File: config.mk
export PLATFORM = sky130hd
export DESIGN_NAME = qrs_disc
export DESIGN_NICKNAME = d
export VERILOG_FILES = /design/src/design/qrs_pkg.sv /design/src/design/qrs_disc.sv
export SDC_FILE = /design/constraint.sdc
export NUM_CORES = 2
export LEC_CHECK = 0
export BUFFER_PORTS_ARGS = -buffer_cell sky130_fd_sc_hd__clkbuf_2
export CORE_AREA = 3 3 227 229
export DETAILED_ROUTE_END_ITERATION = 8
export DIE_AREA = 0 0 230 232
export HOLD_SLACK_MARGIN = 0.06
export PLACE_DENSITY = 0.73
export SETUP_SLACK_MARGIN = 0.5
export SYNTH_ARGS = -nofsm -noshare
export SYNTH_HDL_FRONTEND = slang
export SYNTH_SLANG_ARGS = --single-unit
File: constraint.sdc
create_clock -name clk -period 13 [get_ports clk]
set_clock_uncertainty 0.05 [all_clocks]
set_input_delay 3.25 -clock clk [delete_from_list [all_inputs] [get_ports clk]]
set_output_delay 3.25 -clock clk [all_outputs]
set_load 0.01 [all_outputs]
File: src/design/qrs_pkg.sv
// Shared widths, stage tag types and the output saturation function.
// No dependencies.
`timescale 1ns / 1ps
package qrs_pkg;
  localparam int FRAC_BITS = 16;
  localparam int COEF_W    = 16;
  localparam int MAG_W     = 34;              // |b*b - 4ac| < 2^34
  localparam int ROOT_W    = 17 + FRAC_BITS;  // sqrt steps and root width
  localparam int REM_W     = ROOT_W + 2;
  localparam int NUM_W     = ROOT_W + 1;      // numerator magnitude, divider steps
  localparam int QS_W      = NUM_W + 1;       // signed numerator / quotient
  localparam int DEN_W     = COEF_W + 1;      // |2a|
  localparam int OUT_W     = 34;
  localparam int EXT_W     = (QS_W > OUT_W) ? QS_W : OUT_W;

  typedef struct packed {
    logic signed [COEF_W-1:0] a;
    logic signed [COEF_W-1:0] b;
    logic                     neg;
    logic                     deg;
  } qrs_sq_tag_t;

  typedef struct packed {
    logic cplx;
    logic deg;
    logic sign0;
    logic sign1;
  } qrs_div_tag_t;

  function automatic logic signed [OUT_W-1:0] sat_out(input logic signed [QS_W-1:0] q);
    logic signed [EXT_W-1:0] qe;
    logic signed [EXT_W-1:0] hi;
    logic signed [EXT_W-1:0] lo;
    qe = EXT_W'(q);
    hi = EXT_W'({1'b0, {(OUT_W-1){1'b1}}});
    lo = -hi - EXT_W'(1);
    if (qe > hi) return hi[OUT_W-1:0];
    else if (qe < lo) return lo[OUT_W-1:0];
    else return qe[OUT_W-1:0];
  endfunction
endpackage

File: src/design/qrs_disc.sv
// Two-stage discriminant: products, then difference and magnitude.
// Depends on qrs_pkg.
`timescale 1ns / 1ps
module qrs_disc (
  input  logic                              clk,
  input  logic                              rst,
  input  logic                              en,
  input  logic                              in_vld,
  input  logic signed [qrs_pkg::COEF_W-1:0] a,
  input  logic signed [qrs_pkg::COEF_W-1:0] b,
  input  logic signed [qrs_pkg::COEF_W-1:0] c,
  output logic                              out_vld,
  output logic [qrs_pkg::MAG_W-1:0]         mag,
  output qrs_pkg::qrs_sq_tag_t              tag
);
  logic                              vld1;
  logic signed [2*qrs_pkg::COEF_W-1:0] bb;
  logic signed [2*qrs_pkg::COEF_W-1:0] ac;
  logic signed [qrs_pkg::COEF_W-1:0] a1;
  logic signed [qrs_pkg::COEF_W-1:0] b1;
  logic signed [qrs_pkg::MAG_W:0]    d;

  assign d = (qrs_pkg::MAG_W+1)'(bb) - ((qrs_pkg::MAG_W+1)'(ac) <<< 2);

  always_ff @(posedge clk) begin
    if (rst) begin
      vld1    <= 1'b0;
      out_vld <= 1'b0;
    end else if (en) begin
      vld1    <= in_vld;
      out_vld <= vld1;
    end
  end

  always_ff @(posedge clk) begin
    if (en) begin
      bb      <= b * b;
      ac      <= a * c;
      a1      <= a;
      b1      <= b;
      mag     <= d[qrs_pkg::MAG_W] ? qrs_pkg::MAG_W'(-d) : d[qrs_pkg::MAG_W-1:0];
      tag.a   <= a1;
      tag.b   <= b1;
      tag.neg <= d[qrs_pkg::MAG_W];
      tag.deg <= (a1 == '0);
    end
  end
endmodule

# [After elaboration in Yosys (flattened, before gate mapping)]
# Cells that the tools add are included.
[classes] mul=2 reduce_logical=1 addsub=2 muxes=1
[ops] op="$mul 16x16->32" n=2
[ops] op="$sub 32x34->35" n=1
[ops] op="$mux 34" n=1
[ops] op="$neg 34->34" n=1
[ops] op="$logic_not 16->1" n=1
[totals] word_cells=17 reg_bits=166 output_inout_bits=69

# [Depth between registers and ports, before layout]
[depth] depth_word=3 mapped_depth=26

# [Least setup slack after synthesis]
# Ideal clock, no wire load.
[synth_path] path_kind="input to register" from="input port b[15] (netlist bit)" to="register bb[30] (netlist bit), data pin" cell_stages=20 setup_slack_ps=3445 path_buffers=2 required_ps=12692 arrival_time_ps=9248 path_cell_list="inv_1 -> buf_1 -> nor2_1 -> fa_1 -> fa_1 -> inv_1 -> fa_1 -> fa_1 -> fa_1 -> fa_1 -> inv_1 -> ha_1 -> clkbuf_1 -> a2111oi_0 -> a21o_1 -> a211oi_1 -> or4_1 -> a31o_1 -> a21oi_1 -> xnor2_1"
[synth_between] elab_chain_cells=1
[synth_rtl] item="start: declaration" line="qrs_disc.sv:10" text="input logic signed [qrs_pkg::COEF_W-1:0] b,"
[synth_rtl] item="$mul 16x16->32" line="qrs_disc.sv:37" text="bb <= b * b;"
[synth_rtl] item="end signal: assignment" line="qrs_disc.sv:37"
[synth_rtl] item="end: declaration" line="qrs_disc.sv:17" text="logic signed [2*qrs_pkg::COEF_W-1:0] bb;"
# Every way passes these cells.
# A chain may end at the register's enable or synchronous reset.

# [Final worst setup path]
# Same ends and word-level chain as after synthesis.

==> out/summary.md <==
The number of global-route vias before repair was 19600; the pin count of the biggest net entering global routing was 89. The number of hold buffers added after CTS was 0. Setup repair after global routing left no endpoint under its margin. After detailed routing, the average wire length per cell comes to 16.3 um. The flow ran to the end, and the final reports show no timing, DRC or antenna violations. The run gives 0 as the number of hold violations in the final report. The tools report the reg-to-reg setup timing slack as 8.17 ns.

The final-report max-slew violation count came out at 0. Fill cells in the final layout number 4367. Yosys mapped a number of flops with a built-in enable equal to 161. In this run the cell area measured after placement is 27500 um2.

With fillers left out, the area of the finished cells amounts to 28100 um2. Setup violations remaining at the end of the flow were counted as 0. Once the floorplan was initialized, standard cells occupied 52.8% of the core. In the synthesized netlist the dominant register cell turns out to be sky130_fd_sc_hd__edfxtp_1. In this run the post-CTS setup repair buffer count came out at 0. Detailed placement ended at an HPWL of 45.4 mm. The run gives 13.18 ns as the required arrival time at the worst endpoint. In the layout the commonest cells are sky130_fd_sc_hd__inv_1, sky130_fd_sc_hd__fa_1, sky130_fd_sc_hd__nand2_1, sky130_fd_sc_hd__ha_1, sky130_fd_sc_hd__and2_1. The remaining global-route overflow came out at 0.

The count of cell types in the netlist is 70. For the worst endpoint data arrival time, the log shows 10.30 ns. The synthesized netlist occupies a cell area of 26300 um2. The die covers 53400 um2. Counting I/O delays and the setup requirement, the final critical path takes 10.12 ns. The endpoint kind of the worst setup timing path was a flip-flop. The number of rows created at floorplan was 82; the post-route fraction of the period consumed by the critical path was 77.9%. The min-delay analysis places its worst path in the category flip-flop to flip-flop. For the detailed-route DRC error count, the log shows 0. In this run the remaining antenna-violating nets after routing total 0. For the pin with the worst max-slew slack, the measured transition is 0.995 ns.

The proportion of synthesized chip area in sequential cells is 18.5%. TritonCTS built the clock tree. The max-slew headroom at the worst pin was 33.7%; the initial antenna violation count was 2. The first global-routing pass estimated 94.4 mm of wire.

The clock latency at the later pin of the worst-skew pair was 0.47 ns; the synthesized flop and latch total was 163. Average instance area after synthesis: 9.95 um2. The number of warnings reported in the yosys synthesis log was 0; the largest fanout of any net on the critical path was 22. Cells fill 56.3% of the core in the end.

The run gives 0 as the max-capacitance violation count. The fraction of layout cells with a size suffix above 1 was 6.41%; the post-layout net count was 3474. Master cell of the clock root buffer: sky130_fd_sc_hd__clkbuf_16. The TritonCTS buffer count was 17; the register clock-pin slew on the reported worst setup and hold paths was 0.07 ns. The final RePlAce weighted congestion is 0.886.

Based on the critical path, the design can be clocked at up to 98.8 MHz. Summing over every cut layer, the via total after detailed routing is 18200. For this block, the initial DRC count from the detailed router was 1010. By startpoint and endpoint, the worst setup path is classified as input pin to flip-flop. The top-level I/O count was 121.

The die outline width was 230 um. The worst setup path is launched from an input pin. In the routed layout, each cell is associated on average with a via count of 5.34. The tools report the synthesized netlist net count as 3402. The number of search-and-repair iterations in the first detailed-routing pass was 5; the number of I/O port buffers was 120.

The tools report the total routing resource utilization after global routing as 22.2%. In the final timing run, aggregate negative setup slack is 0 ns. After synthesis, the share of flip-flops with an asynchronous set or reset is 0%. The tightest hold path in the finished design has a slack of 0.371 ns.

In the synthesized netlist, the number of instances is 2647. The area growth from synthesis to layout was 6.67%; the placeable core region was 49900 um2. The clock passes through at most 2 buffers.

The floorplan step set the die height to 232 um. The count of instances resized after the clock tree is built is 0. The most common cell after layout, fill and taps aside is sky130_fd_sc_hd__inv_1. The routed design has 55.6 mm of wire.

The repair_antennas step left the layout with diodes totalling 0. For this design, the sink count on the clock tree is 163. The run gives 4 as the maximum level of the CTS H-tree.
==> kinds of logic after synthesis <==
kind of cell,synth area share (%)
adders and majority gates,47.6
muxes,0.195
xor gates and xnor gates,4.36
AOI/OAI and AO/OA,6.94
buffers and inverters,10.5
and+or+nand+nor,12.0
DFF,18.5
==> registers in the layout (all words and copies together), names as in the netlist <==
signal and cells:
vld1 1, mag 34, out_vld 1, a1 16, bb 31, ac 32
b1 15, tag 33
==> cell usage after synthesis, types with 28 or more instances <==
cell type                  number  share of area, %
sky130_fd_sc_hd__edfxtp_1     161                18
sky130_fd_sc_hd__clkbuf_1      65              0.93
sky130_fd_sc_hd__inv_1        664               9.5
sky130_fd_sc_hd__ha_1         206               9.8
sky130_fd_sc_hd__and2_1       164               3.9
sky130_fd_sc_hd__a21oi_1       75               1.4
sky130_fd_sc_hd__nor3_1        32              0.61
sky130_fd_sc_hd__nor2_1       105               1.5
sky130_fd_sc_hd__fa_1         497                38
sky130_fd_sc_hd__o21ai_0       28              0.53
sky130_fd_sc_hd__nand2_1      229               3.3
sky130_fd_sc_hd__a21o_1        47               1.3
sky130_fd_sc_hd__xnor2_1      108               3.6
==> final cells by class <==
class	count	area, um2	share of cell area, %
sequential	163	4870	17.4
tap	672	841	2.99
inverter	666	2500	8.90
clock buffer	17	425	1.51
timing repair buffer	121	614	2.19
clock inverter	15	136	0.485
multi-input combinational	1750	18700	66.6
==> routing by layer <==
layer	vias up	GRT usage (%)	wire (um)	share of wire, %
met1	9217	28.7	22800	41
met3	134	2.44	2710	4.9
li1	8297	-	-	-
met5	-	0	13	0.023
met4	2	9.10	1900	3.4
met2	530	38.3	28200	51
==> critical path, stage by stage <==
cell and delay [ns]:
sky130_fd_sc_hd__clkbuf_2 0.38, sky130_fd_sc_hd__inv_1 0.39, sky130_fd_sc_hd__nor2_1 0.31, sky130_fd_sc_hd__fa_1 0.60, sky130_fd_sc_hd__fa_1 0.80, sky130_fd_sc_hd__inv_1 0.17
sky130_fd_sc_hd__fa_1 0.51, sky130_fd_sc_hd__fa_1 0.56, sky130_fd_sc_hd__fa_1 0.43, sky130_fd_sc_hd__fa_1 0.49, sky130_fd_sc_hd__inv_1 0.04, sky130_fd_sc_hd__ha_1 0.37
sky130_fd_sc_hd__a2111oi_0 0.66, sky130_fd_sc_hd__a21o_1 0.23, sky130_fd_sc_hd__a211oi_1 0.07, sky130_fd_sc_hd__or4_1 0.55, sky130_fd_sc_hd__a31o_1 0.23, sky130_fd_sc_hd__a21oi_1 0.16
sky130_fd_sc_hd__xnor2_1 0.07
==> worst paths after layout <==
path / to / depth (start not counted) / start
worst min-delay path: tag[14] / 0 / b1[12]
worst max register to register: mag[6] / 16 / bb[2]
worst min register to register: tag[14] / 0 / b1[12]
worst max-delay path: bb[30] / 19 / b[15]
==> stage by stage <==
stage	std cells	worst slack (ns)
after floorplan	2647	3.44
after detailed placement	3372	2.38
final	3404	2.88
after global placement	3372	2.74
after global routing	3404	2.47
after CTS	3404	2.89
Power is not shown: default switching activity piles up to over one toggle a cycle in this logic, so the estimate is an artifact.
