### config.mk
export PLATFORM = sky130hd
export DESIGN_NAME = qrs_sqrt
export DESIGN_NICKNAME = d
export VERILOG_FILES = /design/src/design/qrs_pkg.sv /design/src/design/qrs_sqrt.sv
export SDC_FILE = /design/constraint.sdc
export NUM_CORES = 2
export LEC_CHECK = 0
export CORE_MARGIN = 2
export CORE_UTILIZATION = 66
export CTS_BUF_LIST = sky130_fd_sc_hd__clkbuf_8
export DETAILED_ROUTE_END_ITERATION = 7
export DONT_BUFFER_PORTS = 1
export PLACE_DENSITY = 0.85
export SLEW_MARGIN = 20
export SYNTH_ARGS = -nofsm -noshare
export SYNTH_HDL_FRONTEND = slang
export SYNTH_SLANG_ARGS = --single-unit
### constraint.sdc
create_clock -name clk -period 4.3 [get_ports clk]
set_clock_uncertainty 0.15 [all_clocks]
set_input_delay 0 -clock clk [delete_from_list [all_inputs] [get_ports clk]]
set_output_delay 0 -clock clk [all_outputs]
set_load 0.02 [all_outputs]
### src/design/qrs_pkg.sv
// Shared widths, stage tag types and the output saturation function.
// No dependencies.
`timescale 1ns / 1ps
package qrs_pkg;
  localparam int FRAC_BITS = 16;
  localparam int COEF_W    = 16;
  localparam int MAG_W     = 34;              // |b*b - 4ac| < 2^34
  localparam int ROOT_W    = 17 + FRAC_BITS;  // sqrt steps and root width
  localparam int REM_W     = ROOT_W + 2;
  localparam int NUM_W     = ROOT_W + 1;      // numerator magnitude, divider steps
  localparam int QS_W      = NUM_W + 1;       // signed numerator / quotient
  localparam int DEN_W     = COEF_W + 1;      // |2a|
  localparam int OUT_W     = 34;
  localparam int EXT_W     = (QS_W > OUT_W) ? QS_W : OUT_W;

  typedef struct packed {
    logic signed [COEF_W-1:0] a;
    logic signed [COEF_W-1:0] b;
    logic                     neg;
    logic                     deg;
  } qrs_sq_tag_t;

  typedef struct packed {
    logic cplx;
    logic deg;
    logic sign0;
    logic sign1;
  } qrs_div_tag_t;

  function automatic logic signed [OUT_W-1:0] sat_out(input logic signed [QS_W-1:0] q);
    logic signed [EXT_W-1:0] qe;
    logic signed [EXT_W-1:0] hi;
    logic signed [EXT_W-1:0] lo;
    qe = EXT_W'(q);
    hi = EXT_W'({1'b0, {(OUT_W-1){1'b1}}});
    lo = -hi - EXT_W'(1);
    if (qe > hi) return hi[OUT_W-1:0];
    else if (qe < lo) return lo[OUT_W-1:0];
    else return qe[OUT_W-1:0];
  endfunction
endpackage

### src/design/qrs_sqrt.sv
// Pipelined fixed-point square root, one result bit per stage.
// Depends on qrs_pkg.
`timescale 1ns / 1ps
module qrs_sqrt (
  input  logic                       clk,
  input  logic                       rst,
  input  logic                       en,
  input  logic                       in_vld,
  input  logic [qrs_pkg::MAG_W-1:0]  mag,
  input  qrs_pkg::qrs_sq_tag_t       in_tag,
  output logic                       out_vld,
  output logic [qrs_pkg::ROOT_W-1:0] root,
  output qrs_pkg::qrs_sq_tag_t       out_tag
);
  localparam int N = qrs_pkg::ROOT_W;

  logic                       vld [N+1];
  logic [qrs_pkg::MAG_W-1:0]  xs  [N+1];
  logic [qrs_pkg::ROOT_W-1:0] rs  [N+1];
  logic [qrs_pkg::REM_W-1:0]  rm  [N+1];
  qrs_pkg::qrs_sq_tag_t       tg  [N+1];

  assign vld[0] = in_vld;
  assign xs[0]  = mag;
  assign rs[0]  = '0;
  assign rm[0]  = '0;
  assign tg[0]  = in_tag;

  for (genvar k = 0; k < N; k++) begin : g_stage
    logic [qrs_pkg::REM_W+1:0] rsh;
    logic [qrs_pkg::REM_W+1:0] trial;
    logic                      take;
    assign rsh   = {rm[k], xs[k][qrs_pkg::MAG_W-1 -: 2]};
    assign trial = {2'b00, rs[k], 2'b01};
    assign take  = (rsh >= trial);

    always_ff @(posedge clk) begin
      if (rst) vld[k+1] <= 1'b0;
      else if (en) vld[k+1] <= vld[k];
    end

    always_ff @(posedge clk) begin
      if (en) begin
        xs[k+1] <= xs[k] << 2;
        rs[k+1] <= {rs[k][qrs_pkg::ROOT_W-2:0], take};
        rm[k+1] <= take ? qrs_pkg::REM_W'(rsh - trial) : rsh[qrs_pkg::REM_W-1:0];
        tg[k+1] <= tg[k];
      end
    end
  end

  assign out_vld = vld[N];
  assign root    = rs[N];
  assign out_tag = tg[N];
endmodule

* Yosys cells after proc, flatten, opt, wreduce, memory -nomap -nowiden
Cells that the tools add are included.
** Word-level totals
- Register bits :: 3076
- Input port bits :: 72
- Output and inout port bits :: 68
- Word-level logic and storage cells :: 359
** Operators by class
- $add $sub $neg :: 32
- Order comparisons :: 33
- Muxes and demuxes :: 32
** Operator list (number)
- 2-to-1 mux 35 bit :: 31
- greater-or-equal comparator 37 x 10 -> 1 bit :: 1
- greater-or-equal comparator 37 x 11 -> 1 bit :: 1
- greater-or-equal comparator 37 x 12 -> 1 bit :: 1
- greater-or-equal comparator 37 x 13 -> 1 bit :: 1
- greater-or-equal comparator 37 x 14 -> 1 bit :: 1
- greater-or-equal comparator 37 x 15 -> 1 bit :: 1
- greater-or-equal comparator 37 x 16 -> 1 bit :: 1
- greater-or-equal comparator 37 x 17 -> 1 bit :: 1
- greater-or-equal comparator 37 x 18 -> 1 bit :: 1
- greater-or-equal comparator 37 x 19 -> 1 bit :: 1
- greater-or-equal comparator 37 x 20 -> 1 bit :: 1
- greater-or-equal comparator 37 x 21 -> 1 bit :: 1
- greater-or-equal comparator 37 x 22 -> 1 bit :: 1
- greater-or-equal comparator 37 x 23 -> 1 bit :: 1
- greater-or-equal comparator 37 x 24 -> 1 bit :: 1
- greater-or-equal comparator 37 x 25 -> 1 bit :: 1
- greater-or-equal comparator 37 x 26 -> 1 bit :: 1
- greater-or-equal comparator 37 x 27 -> 1 bit :: 1
- greater-or-equal comparator 37 x 28 -> 1 bit :: 1
- greater-or-equal comparator 37 x 29 -> 1 bit :: 1
- greater-or-equal comparator 37 x 3 -> 1 bit :: 1
- greater-or-equal comparator 37 x 30 -> 1 bit :: 1
- greater-or-equal comparator 37 x 31 -> 1 bit :: 1
- 43 further kinds :: 43

* Depth between registers and ports, before layout
- Word-level depth :: 2
- Gate-level depth with buffers :: 15
- Mapped depth without buffers :: 13

* Worst setup path before layout
OpenSTA, ideal clock, no wires.
- Kind :: flip-flop to flip-flop
- Start point :: register rm, in the netlist g_stage[26].rsh[2]
- End point :: register rm, in the netlist g_stage[27].rsh[25] (data pin)
- Library setup time :: 0.271 ns
- Arrival time :: 3.245 ns
- Data required time :: 3.879 ns
- Slack :: 0.634 ns
- Cell stages (with the launch flop) :: 14
- Path buffers :: 2
- Clock period less this slack :: 3.666 ns
- Cells stage by stage :: edfxtp_1 ha_1 a211oi_1 o211ai_1 a41oi_1 a21oi_1 a31oi_1 a31oi_1 nor4_1 inv_1 clkbuf_1 clkbuf_1 nor2_1 a21oi_1
** On the way
- Longest elaborated chain between the ends :: 2
- Elaborated cells between the ends (all ways) :: 3
- Those cells by class :: 1 x add/sub; 1 x order compare; 1 x mux
** RTL lines
- from (decl) :: RTL line qrs_sqrt.sv:20 : logic [qrs_pkg::REM_W-1:0] rm [N+1];
- from (signal, indexed assignment) :: RTL line qrs_sqrt.sv:46 : rm[k+1] <= take ? qrs_pkg::REM_W'(rsh - trial) : rsh[qrs_pkg::REM_W-1:0];
- subtractor 35 x 28 -> 35 bit or greater-or-equal comparator 37 x 28 -> 1 bit (tied branches) :: RTL line qrs_sqrt.sv:46, qrs_sqrt.sv:35
- 2-to-1 mux 35 bit (*) :: RTL line qrs_sqrt.sv:46
Mark *: on every way between the ends. The rest lies on a longest branch, timed or not.
A chain may end at the register's enable or synchronous reset.

* Worst setup path in the final report
- Start point :: register rs, in the netlist g_stage[19].trial[2]
- End point :: register rm, in the netlist g_stage[20].rsh[30] (data pin)
** On the way
- Longest elaborated chain between the ends :: 2
- Elaborated cells between the ends (all ways) :: 3
- Those cells by class :: 1 x add/sub; 1 x order compare; 1 x mux
** RTL lines
- from (decl) :: RTL line qrs_sqrt.sv:19 : logic [qrs_pkg::ROOT_W-1:0] rs [N+1];
- from (signal, indexed assignment) :: RTL line qrs_sqrt.sv:45 : rs[k+1] <= {rs[k][qrs_pkg::ROOT_W-2:0], take};
- subtractor 35 x 21 -> 35 bit or greater-or-equal comparator 37 x 21 -> 1 bit (tied branches) :: RTL line qrs_sqrt.sv:46, qrs_sqrt.sv:35
- 2-to-1 mux 35 bit (*) :: RTL line qrs_sqrt.sv:46
Marked as above.

==> results.sh <==
export IMPL_status="completed"
export IMPL_dp_cells=12400
export IMPL_vias_per_cell=5.98
export IMPL_ys_seq_area_share_pct=67.8
export IMPL_core_um2=202000
export IMPL_crit_path_end_kind="flop"
export IMPL_grt_usage_pct=26.3
export IMPL_cpPeakStageDelay_ns=1.07
export IMPL_cp_max_fo=3
export IMPL_utilization_pct=73.7
export IMPL_wl_per_cell_um=20.4
export IMPL_area_growth_pct=11.0
export IMPL_antenna_found_initial=7
export IMPL_grt_max_degree=263
export IMPL_synth_main_ff_cell="edfxtp_1"
export IMPL_finalHoldViolations=0
export IMPL_final_setup_viol_count=0
export IMPL_drtAntennaViolNets=0
export IMPL_wl_um=274000
export IMPL_fin_ws_ns=0.0742
export IMPL_synthArstFlopShare_pct=0
export IMPL_pin_count=140
export IMPL_holdWs_ns=0.147
export IMPL_cts_path_max_buffers=4
export IMPL_drtPass1Iterations=6
export IMPL_grt_pass1_vias=79300
export IMPL_via_count=80400
export IMPL_required_ns=4.96
export IMPL_max_cap_violations=0
export IMPL_synth_nets=10500
export IMPL_yosys_warnings=0
export IMPL_arrival_ns=4.89
export IMPL_cts_tree="yes"
export IMPL_fin_crit_ns=4.23
export IMPL_cts_sinks=3040
export IMPL_crit_chain="inv_1, ha_1, inv_1, fa_1, nor2b_1, o21ai_0, a21boi_0, o21ai_0, a2111oi_0, nor3b_1, o211ai_1, xnor2_1"
export IMPL_final_nets=11100
export IMPL_syn_avg_cell_area_um2=13.7
export IMPL_whs_path_depth=2
export IMPL_crit_slowest_cell="a2111oi_0"
export IMPL_globalplace_congestion=0.933
export IMPL_timing_final_crit_share_pct=98.3
export IMPL_worstMarginPinSlew_ns=1.29
export IMPL_initialDrtViolationCount=8029
export IMPL_portBuffers=0
export IMPL_slew_headroom_pct=13.8
export IMPL_peakVddDrop_mv=0.459
export IMPL_rows=165
export IMPL_path_buf_inv=2
export IMPL_cts_root_buf="clkbuf_8"
export IMPL_die_area_um2=207000
export IMPL_synthCells=9819
export IMPL_min_path_type="primary input to flop"
export IMPL_grt_pass1_wl_um=429000
export IMPL_ys_ff_latch=3040
export IMPL_cp_num_cells=12
export IMPL_gr_total_overflow=0
export IMPL_post_place_ws_ns=-0.247
export IMPL_initial_core_util_pct=66.4
export IMPL_fmax_ghz=0.237
export IMPL_hpwlAfterDp_um=178000
export IMPL_synth_edf_count=3007
export IMPL_critPathTopFamily="compound AO/OA/AOI/OAI gates"
export IMPL_cts_buffers=475
export IMPL_crit_type="flop to flop"
export IMPL_die_h_um=455
export IMPL_stdcell_count=13400
export IMPL_ys_types=96
export IMPL_netlist_area_um2=134000
export IMPL_reg2reg_depth=12
export IMPL_drc=0
export IMPL_drive_gt1_share_pct=7.96
export IMPL_power_leakage_nw=56.6
export IMPL_clkTransAtPathRegs_ns=0.06
export IMPL_die_w_um=455
export IMPL_critPathLaunchType="flop"
export IMPL_setup_tns_ns=0
export IMPL_slew_viol_final=0
export IMPL_rsz0062_at_grt="no"
export IMPL_clock_latency_ns=1.14
export IMPL_cts_htree_levels=5
export IMPL_p_per_area_nw_per_um2=509
==> state kept, by name (all words and copies together), names as in the netlist <==
name and count:
tg 1088, g_stage.rsh 1084, g_stage.trial 528, xs 240, out_tag 34, root 33
vld 32, out_vld 1
==> power by group <==
| part | total, mW | switching, mW | internal (mW) |
|---|---|---|---|
| logic | 14.2 | 8.17 | 5.99 |
| clock network | 22.5 | 10.9 | 11.5 |
| registers | 39.3 | 2.40 | 36.9 |
==> timing repair <==
action | CTS | global route
gates resized for setup | 0 | 2
hold buffers | 226 | 0
endpoints found under the hold margin | 648 | 0
setup endpoints to repair | 0 | 148
buffers inserted | 0 | 0
==> stage by stage <==
| step | cell area (um2) | total power, mW |
|---|---|---|
| 2_1_floorplan | 134000 | 48.8 |
| 3_3_place_gp | 138000 | 52.9 |
| 3_5_place_dp | 138000 | 53.4 |
| 4_1_cts | 149000 | 75.9 |
| 5_1_grt | 149000 | 79.4 |
| 6_report | 149000 | 75.9 |
==> kinds of logic after synthesis <==
kind of cell,share of synthesized area (%)
AOI/OAI and AO/OA,8.66
xor gates and xnor gates,5.59
adders and majority gates,5.49
buffers and inverters,2.80
DFF,67.8
muxes,1.10
other,0.00279
and+or+nand+nor,8.60
==> cell usage in the layout (no fill, tap or decap), types with 142 or more instances in the layout <==
cell type,netlist,routed
edfxtp_1,3007,3007
inv_1,736,888
nand2_1,694,694
ha_1,565,565
nor2_1,546,543
o21ai_0,542,542
a21oi_1,522,521
clkbuf_8,0,483
xor2_1,461,461
xnor2_1,396,396
nor3_1,247,246
a21o_1,221,221
dlygate4sd3_1,0,213
nand3_1,142,142
==> worst paths after layout <==
kind	slack (ns)	endpoint	from
setup / recovery	0.07	g_stage[20].rsh[30]$_DFFE_PP_	g_stage[19].trial[2]$_DFFE_PP_
hold / removal	0.15	tg[1107]$_DFFE_PP_	in_tag[19]
setup reg to reg	0.07	g_stage[20].rsh[30]$_DFFE_PP_	g_stage[19].trial[2]$_DFFE_PP_
hold reg to reg	0.21	tg[699]$_DFFE_PP_	tg[733]$_DFFE_PP_
==> synthesized netlist by cell type (all sizes together) (161+ instances only) <==
master,n,share of area [%]
edfxtp,3007,67
inv,743,2.1
nand2,694,1.9
ha,565,5.3
o21ai,549,2.0
nor2,546,1.5
a21oi,522,1.9
xor2,461,3.0
xnor2,396,2.6
nor3,247,0.92
a21o,221,1.2
clkbuf,161,0.45
==> layer usage <==
| metal | part of all wire [%] | global-route usage (%) | routed length (um) | vias to the layer above |
|---|---|---|---|---|
| met5 | 0.0099 | 0 | 27 | - |
| met3 | 6.3 | 4.06 | 17300 | 737 |
| met4 | 3.5 | 9.80 | 9450 | 4 |
| li1 | - | - | - | 37700 |
| met2 | 48 | 43.2 | 132000 | 3228 |
| met1 | 42 | 35.8 | 115000 | 38800 |
==> area by class of cell <==
type                    count  area (um2)
flip-flops and latches   3040       91000
fillers                 12100       53100
multi-input cells        5818       39600
clock buffers             483        6650
repair buffers            323        3670
well taps                2672        3340
inverters                 744        2790
clock inverters           353        1960
diodes                      5        12.5
Power figures use the tool's default switching activity.
